<file path="config.mk">
export PLATFORM = sky130hd
export DESIGN_NAME = rvie_ctrl
export DESIGN_NICKNAME = d
export VERILOG_FILES = /design/src/rvie_pkg.sv /design/src/rvie_ctrl.sv
export SDC_FILE = /design/constraint.sdc
export NUM_CORES = 1
export LEC_CHECK = 0
export ABC_AREA = 1
export BUFFER_PORTS_ARGS = -buffer_cell sky130_fd_sc_hd__buf_4
export CAP_MARGIN = 40
export CELL_PAD_IN_SITES_DETAIL_PLACEMENT = 1
export CELL_PAD_IN_SITES_GLOBAL_PLACEMENT = 1
export CORE_MARGIN = 2
export CORE_UTILIZATION = 38
export CTS_CLUSTER_SIZE = 40
export DETAILED_ROUTE_END_ITERATION = 8
export HOLD_SLACK_MARGIN = 0.08
export PLACE_DENSITY = 0.85
export SYNTH_ARGS = -nofsm -noshare
export SYNTH_HDL_FRONTEND = slang
export SYNTH_SLANG_ARGS = --single-unit
</file>
<file path="constraint.sdc">
create_clock -name i_clk -period 2.3 [get_ports i_clk]
set_clock_uncertainty 0.1 [all_clocks]
set_input_delay 0.345 -clock i_clk [delete_from_list [all_inputs] [get_ports i_clk]]
set_output_delay 0.345 -clock i_clk [all_outputs]
set_load 0.02 [all_outputs]
</file>
<file path="src/rvie_pkg.sv">
// Shared constants, codes and types of the register VM instruction executor.
package rvie_pkg;

    // Machine geometry
    localparam int DMEM_BYTES = 4096;
    localparam int DMEM_AW    = $clog2(DMEM_BYTES);
    localparam int PROG_DEPTH = 1024;
    localparam int PC_W       = $clog2(PROG_DEPTH);
    localparam int LEN_W      = 11;
    localparam int NUM_REGS   = 16;
    localparam int RIDX_W     = $clog2(NUM_REGS);
    localparam int XLEN       = 64;
    localparam int CNT_W      = $clog2(XLEN);
    localparam int CFG_IDX_W  = 2;
    localparam int CFG_DATA_W = 12;

    // Opcodes
    localparam logic [3:0] OP_MOV     = 4'd0;
    localparam logic [3:0] OP_CMP     = 4'd1;
    localparam logic [3:0] OP_ADD     = 4'd2;
    localparam logic [3:0] OP_SUB     = 4'd3;
    localparam logic [3:0] OP_MUL     = 4'd4;
    localparam logic [3:0] OP_DIV     = 4'd5;
    localparam logic [3:0] OP_MOD     = 4'd6;
    localparam logic [3:0] OP_LOAD    = 4'd7;
    localparam logic [3:0] OP_STORE   = 4'd8;
    localparam logic [3:0] OP_PUSH    = 4'd9;
    localparam logic [3:0] OP_POP     = 4'd10;
    localparam logic [3:0] OP_CALL    = 4'd11;
    localparam logic [3:0] OP_JUMP    = 4'd12;
    localparam logic [3:0] OP_JUMPREG = 4'd13;
    localparam logic [3:0] OP_SYSCALL = 4'd14;
    localparam logic [3:0] OP_NOP     = 4'd15;

    // Status codes
    localparam logic [1:0] ST_OK     = 2'd0;
    localparam logic [1:0] ST_DIV0   = 2'd1;
    localparam logic [1:0] ST_BADSYS = 2'd2;

    // Configuration register indexes
    localparam logic [CFG_IDX_W-1:0] CFG_PROG_LEN   = 2'd0;
    localparam logic [CFG_IDX_W-1:0] CFG_STACK_BASE = 2'd1;

    // Reset values
    localparam logic [LEN_W-1:0]   RST_PROG_LEN   = 11'd1024;
    localparam logic [DMEM_AW-1:0] RST_STACK_BASE = DMEM_AW'(2048);

    typedef struct packed {
        logic [3:0]      opcode;
        logic [3:0]      dest_reg;
        logic [3:0]      src_a_reg;
        logic [3:0]      src_b_reg;
        logic [63:0]     immediate;
        logic            use_immediate;
        logic [1:0]      access_size;
        logic [15:0]     register_mask;
        logic [PC_W-1:0] jump_target;
    } t_in;

    typedef struct packed {
        logic [PC_W-1:0] next_pc;
        logic            halted;
        logic            char_valid;
        logic [7:0]      char_out;
        logic [1:0]      status;
    } t_out;

    typedef enum logic [4:0] {
        S_IDLE, S_CHECK, S_RDB, S_CAPB, S_MUL, S_DIV, S_WRRD,
        S_LDRD, S_LDCAP, S_LDWA, S_WRB, S_ST,
        S_PSCAN, S_PSCAP, S_PSWR,
        S_POSCAN, S_PORD, S_POCAP, S_POWR, S_FINISH
    } t_state;

    typedef enum logic [4:0] {
        C_NONE, C_LOAD, C_CHECK, C_READ_B, C_CAPT_B, C_MUL_STEP, C_DIV_STEP,
        C_WR_RD, C_MEM_RD, C_MEM_CAP, C_LD_WRA, C_WR_BASE, C_ST_BYTE,
        C_READ_IDX, C_PUSH_LOAD, C_PUSH_BYTE, C_IDX_STEP, C_POP_DEC,
        C_POP_WR, C_FINISH
    } t_cmd;

    typedef struct packed {
        logic [3:0] op;
        logic       halt_path;
        logic       b_zero;
        logic       cnt_last;
        logic       byte_last;
        logic       mask_bit;
        logic       idx_end;
        logic       out_free;
    } t_dp_status;

endpackage

</file>
<file path="src/rvie_ctrl.sv">
// Controller state machine that sequences each instruction.
module rvie_ctrl (
    input  logic                i_clk,
    input  logic                i_rst_n,
    input  logic                i_in_valid,
    input  rvie_pkg::t_dp_status i_st,
    output rvie_pkg::t_cmd      o_cmd,
    output logic                o_in_stall
);

    rvie_pkg::t_state r_state, n_state;

    // State register
    always_ff @(posedge i_clk) begin
        if (!i_rst_n) begin
            r_state <= rvie_pkg::S_IDLE;
        end else begin
            r_state <= n_state;
        end
    end

    // Next state
    always_comb begin
        n_state = r_state;
        case (r_state)
            rvie_pkg::S_IDLE:   if (i_in_valid) n_state = rvie_pkg::S_CHECK;
            rvie_pkg::S_CHECK:  n_state = i_st.halt_path ? rvie_pkg::S_FINISH : rvie_pkg::S_RDB;
            rvie_pkg::S_RDB:    n_state = rvie_pkg::S_CAPB;
            rvie_pkg::S_CAPB: begin
                case (i_st.op)
                    rvie_pkg::OP_MOV, rvie_pkg::OP_ADD, rvie_pkg::OP_SUB:
                        n_state = rvie_pkg::S_WRRD;
                    rvie_pkg::OP_MUL:   n_state = rvie_pkg::S_MUL;
                    rvie_pkg::OP_DIV, rvie_pkg::OP_MOD:
                        n_state = i_st.b_zero ? rvie_pkg::S_FINISH : rvie_pkg::S_DIV;
                    rvie_pkg::OP_LOAD:  n_state = rvie_pkg::S_LDRD;
                    rvie_pkg::OP_STORE: n_state = rvie_pkg::S_ST;
                    rvie_pkg::OP_PUSH:  n_state = rvie_pkg::S_PSCAN;
                    rvie_pkg::OP_POP:   n_state = rvie_pkg::S_POSCAN;
                    default:            n_state = rvie_pkg::S_FINISH;
                endcase
            end
            rvie_pkg::S_MUL, rvie_pkg::S_DIV:
                if (i_st.cnt_last) n_state = rvie_pkg::S_WRRD;
            rvie_pkg::S_WRRD:   n_state = rvie_pkg::S_FINISH;
            rvie_pkg::S_LDRD:   n_state = rvie_pkg::S_LDCAP;
            rvie_pkg::S_LDCAP:  n_state = i_st.byte_last ? rvie_pkg::S_LDWA : rvie_pkg::S_LDRD;
            rvie_pkg::S_LDWA:   n_state = rvie_pkg::S_WRB;
            rvie_pkg::S_WRB:    n_state = rvie_pkg::S_FINISH;
            rvie_pkg::S_ST:     if (i_st.byte_last) n_state = rvie_pkg::S_WRB;
            rvie_pkg::S_PSCAN: begin
                if (i_st.mask_bit) n_state = rvie_pkg::S_PSCAP;
                else if (i_st.idx_end) n_state = rvie_pkg::S_FINISH;
            end
            rvie_pkg::S_PSCAP:  n_state = rvie_pkg::S_PSWR;
            rvie_pkg::S_PSWR: begin
                if (i_st.byte_last)
                    n_state = i_st.idx_end ? rvie_pkg::S_FINISH : rvie_pkg::S_PSCAN;
            end
            rvie_pkg::S_POSCAN: begin
                if (i_st.mask_bit) n_state = rvie_pkg::S_PORD;
                else if (i_st.idx_end) n_state = rvie_pkg::S_FINISH;
            end
            rvie_pkg::S_PORD:   n_state = rvie_pkg::S_POCAP;
            rvie_pkg::S_POCAP:  n_state = i_st.byte_last ? rvie_pkg::S_POWR : rvie_pkg::S_PORD;
            rvie_pkg::S_POWR:   n_state = i_st.idx_end ? rvie_pkg::S_FINISH : rvie_pkg::S_POSCAN;
            rvie_pkg::S_FINISH: if (i_st.out_free) n_state = rvie_pkg::S_IDLE;
            default:            n_state = rvie_pkg::S_IDLE;
        endcase
    end

    // Command outputs
    always_comb begin
        o_cmd      = rvie_pkg::C_NONE;
        o_in_stall = (r_state != rvie_pkg::S_IDLE);
        case (r_state)
            rvie_pkg::S_IDLE:   o_cmd = i_in_valid ? rvie_pkg::C_LOAD : rvie_pkg::C_NONE;
            rvie_pkg::S_CHECK:  o_cmd = rvie_pkg::C_CHECK;
            rvie_pkg::S_RDB:    o_cmd = rvie_pkg::C_READ_B;
            rvie_pkg::S_CAPB:   o_cmd = rvie_pkg::C_CAPT_B;
            rvie_pkg::S_MUL:    o_cmd = rvie_pkg::C_MUL_STEP;
            rvie_pkg::S_DIV:    o_cmd = rvie_pkg::C_DIV_STEP;
            rvie_pkg::S_WRRD:   o_cmd = rvie_pkg::C_WR_RD;
            rvie_pkg::S_LDRD, rvie_pkg::S_PORD:   o_cmd = rvie_pkg::C_MEM_RD;
            rvie_pkg::S_LDCAP, rvie_pkg::S_POCAP: o_cmd = rvie_pkg::C_MEM_CAP;
            rvie_pkg::S_LDWA:   o_cmd = rvie_pkg::C_LD_WRA;
            rvie_pkg::S_WRB:    o_cmd = rvie_pkg::C_WR_BASE;
            rvie_pkg::S_ST:     o_cmd = rvie_pkg::C_ST_BYTE;
            rvie_pkg::S_PSCAN:
                o_cmd = i_st.mask_bit ? rvie_pkg::C_READ_IDX : rvie_pkg::C_IDX_STEP;
            rvie_pkg::S_PSCAP:  o_cmd = rvie_pkg::C_PUSH_LOAD;
            rvie_pkg::S_PSWR:   o_cmd = rvie_pkg::C_PUSH_BYTE;
            rvie_pkg::S_POSCAN:
                o_cmd = i_st.mask_bit ? rvie_pkg::C_POP_DEC : rvie_pkg::C_IDX_STEP;
            rvie_pkg::S_POWR:   o_cmd = rvie_pkg::C_POP_WR;
            rvie_pkg::S_FINISH: o_cmd = i_st.out_free ? rvie_pkg::C_FINISH : rvie_pkg::C_NONE;
            default:            o_cmd = rvie_pkg::C_NONE;
        endcase
    end

endmodule

</file>
==> results.md <==
* Post-DP HPWL at 3050 microns
* Total Routing Usage GR at 23.6%
* PwrDens at 823 mW/mm^2
* Yosys top cell area share at 23.3%
* MaxCap Viol Count at 0
* Antenna violations before repair at 0
* Part of the power in registers at 16.8%
* Synth top area cells: nand2_1, nand3_1, inv_1, nor2_1, dfxtp_1
* Post-DP Area at 0.00116 sq mm
* N_diodes at 0
* Vias in the first global route at 1351
* RSZ-0062 raised after global routing: no
* DRT iter0 DRCs at 48
* Post-synth top area cell: nand2_1
* Internal power at 0.424 mW
* Sw frac at 56.5%
* Post-synth cell types at 25
* Critical path origin: r_state[1]
* Logic pwr share at 72.3%
* Routability Congestion at 0.936
* Pleak at 0.724 nW
* Slew headroom at 75.8%
* Num CTS Buffers at 3
* Routed wire length at 3630 microns
* Die area at 0.00310 sq mm
* Top Registers: r_state: 5 flops
* Max FO, Critical Path at 8
* Nets at 232
* Synth Cell Area at 0.00101 sq mm
* Clock Tree Buf Depth at 2
* Crit path DAT at 1800 ps
* Clock transition at the registers of the reported paths at 50 ps
* Post-DR wirelength/cell at 14.7 microns
* Setup slack after layout at 57.9 ps
* Cell Rows at 18
* Vias at 1346
* Layout cells sized above 1 at 18.9%
* CTS tree: built
* FMAX at 0.446 GHz
* Syn Area/Cell at 5.15 sq um
* H-tree depth at 1
* Final Util at 47.4%
* Hold Path Class: input pin to flip-flop
* Clock sinks at 5
* Worst Hold Launch: i_rst_n
* Layout Cells excl Fill at 247
* DRT Pass-1 Iters at 4
* R2R Path Start: r_state[1]
* Final Cycle Share at 97.5%
* Clk_lat worst skew at 240 ps
* Slew @ Worst Pin at 360 ps
* Cells after DPL at 243
* Crit path required time at 1860 ps
* Port bufs at 19
* Post-synthesis sequential area ratio at 9.86%
* Cells after synthesis at 197
* Largest net degree at the start of global routing at 12
* Final hold viol count at 0
* Die Y at 55.7 microns
* Post-route cell area at 0.00118 sq mm
* Largest register FFs at 5
* Starting Density at 40.6%
* Pre-CTS setup slack at 351 ps
* Die Span X at 55.7 microns
* Hold Slack at 310 ps
* Final Slew Violations at 0
* Net switching power at 0.551 mW
* Largest Register: r_state
* # IOs at 20
* Overflow left after global routing at 0
* Max VDD drop at 516 uV
* Final total power at 0.975 mW
* Yosys Warn Count at 0
* # setup viols final at 0
* Post-layout minimum cycle time at 2240 ps
* Root buffer cell: clkbuf_4
* Synth Register Bits at 5
* Critical Path Sink Type: primary output
* Area grow syn2layout at 16.8%
* Post-route ant nets at 0
* Drt via density at 5.45
* DRC viols at 0
* Outcome: complete, no violations
* Crit Path Category: flip-flop to primary output
* Global-route wire length before repair at 5930 microns
* Core Box Area at 0.00250 sq mm
* Startpoint type of the worst setup path: flip-flop
* Clock share of power at 10.8%
* Layout filler cell count at 391
* Net Count, Synth at 211
* Fin Setup TNS at 0 ps
[placed cells by master (no fill, tap or decap)]
master / Yosys / final
nand3_2: 3 / 3
dfxtp_2: 0 / 1
inv_2: 4 / 4
clkbuf_4: 0 / 3
o211ai_1: 1 / 1
a21oi_1: 8 / 8
o21bai_1: 2 / 2
o21ai_2: 2 / 2
inv_1: 28 / 28
clkbuf_1: 0 / 1
nand3_1: 22 / 22
o22ai_1: 1 / 1
nand2_1: 63 / 63
nand2_4: 1 / 1
dfxtp_1: 5 / 4
or3_1: 1 / 1
or2_2: 1 / 1
clkinv_2: 1 / 1
or2_1: 1 / 1
nor2_4: 4 / 4
nor3_1: 3 / 3
buf_4: 0 / 20
nand3b_1: 2 / 2
nand4_1: 5 / 5
nor2_1: 27 / 27
nor4_1: 2 / 2
nor2_2: 1 / 1
o21ai_0: 5 / 5
[timing repair]
| action | CTS | global route |
|---|---|---|
| hold buffers | 0 | 0 |
| setup buffers | 0 | 0 |
| setup endpoints to repair | 0 | 5 |
| resized for setup | 0 | 1 |
| endpoints found under the hold margin | 0 | 0 |
[path summary, 6_finish.rpt]
check / end / slack [ps] / cells after the start
hold reg to reg: r_state[0] / 480 / 2
hold / removal: r_state[0] / 310 / 3
setup reg to reg: r_state[3] / 470 / 9
setup / recovery: o_cmd[0] / 60 / 6
[final cells by class]
type	count	area, sq um	share of cell area (%)
Clock buffer	4	26.3	2.22
Inverter	33	125	10.6
Multi-Input combinational cell	155	744	62.8
Sequential cell	5	101	8.55
Tap cell	30	37.5	3.17
Timing Repair Buffer	20	150	12.7
[cell families after synthesis]
group / count (synthesis) / synth area share (%)
DFF: 5 / 9.86
buffers and inverters: 37 / 16.8
AOI/OAI and AO/OA: 19 / 11.0
and+or+nand+nor: 136 / 62.4
[cells in the mapped netlist, drive strengths merged]
| cell type | number |
|---|---|
| nand2 | 64 |
| inv | 32 |
| nor2 | 32 |
| nand3 | 25 |
| a21oi | 8 |
| o21ai | 7 |
| dfxtp | 5 |
| nand4 | 5 |
| buf | 4 |
| nor3 | 3 |
| nand3b | 2 |
| nor4 | 2 |
| o21bai | 2 |
| or2 | 2 |
| clkinv | 1 |
| o211ai | 1 |
| o22ai | 1 |
| or3 | 1 |
[layer usage]
| metal | vias up | GRT usage, % | part of all wire [%] |
|---|---|---|---|
| met3 | 14 | 1.40 | 3.9 |
| met2 | 45 | 42.5 | 51 |
| li1 | 665 | - | - |
| met1 | 622 | 28.3 | 41 |
| met5 | - | 0 | 0 |
| met4 | 0 | 11.1 | 3.8 |
[worst max-delay path, stage by stage, from the launching register on]
cell and delay (ps):
dfxtp_1 490, inv_1 170, nand3_1 130, o22ai_1 110, nor4_1 350, nand3b_1 120
buf_4 180
[power by group through the flow]
| stage | clock (mW) | combinational (mW) | sequential, mW |
|---|---|---|---|
| 3_3_place_gp | 0 | 0.686 | 0.155 |
| 4_1_cts | 0.106 | 0.705 | 0.160 |
| 2_1_floorplan | 0 | 0.548 | 0.122 |
| 6_report | 0.106 | 0.705 | 0.164 |
| 3_5_place_dp | 0 | 0.699 | 0.162 |
| 5_1_grt | 0.110 | 0.771 | 0.170 |
Note: power is estimated with default switching activity, not from simulation.
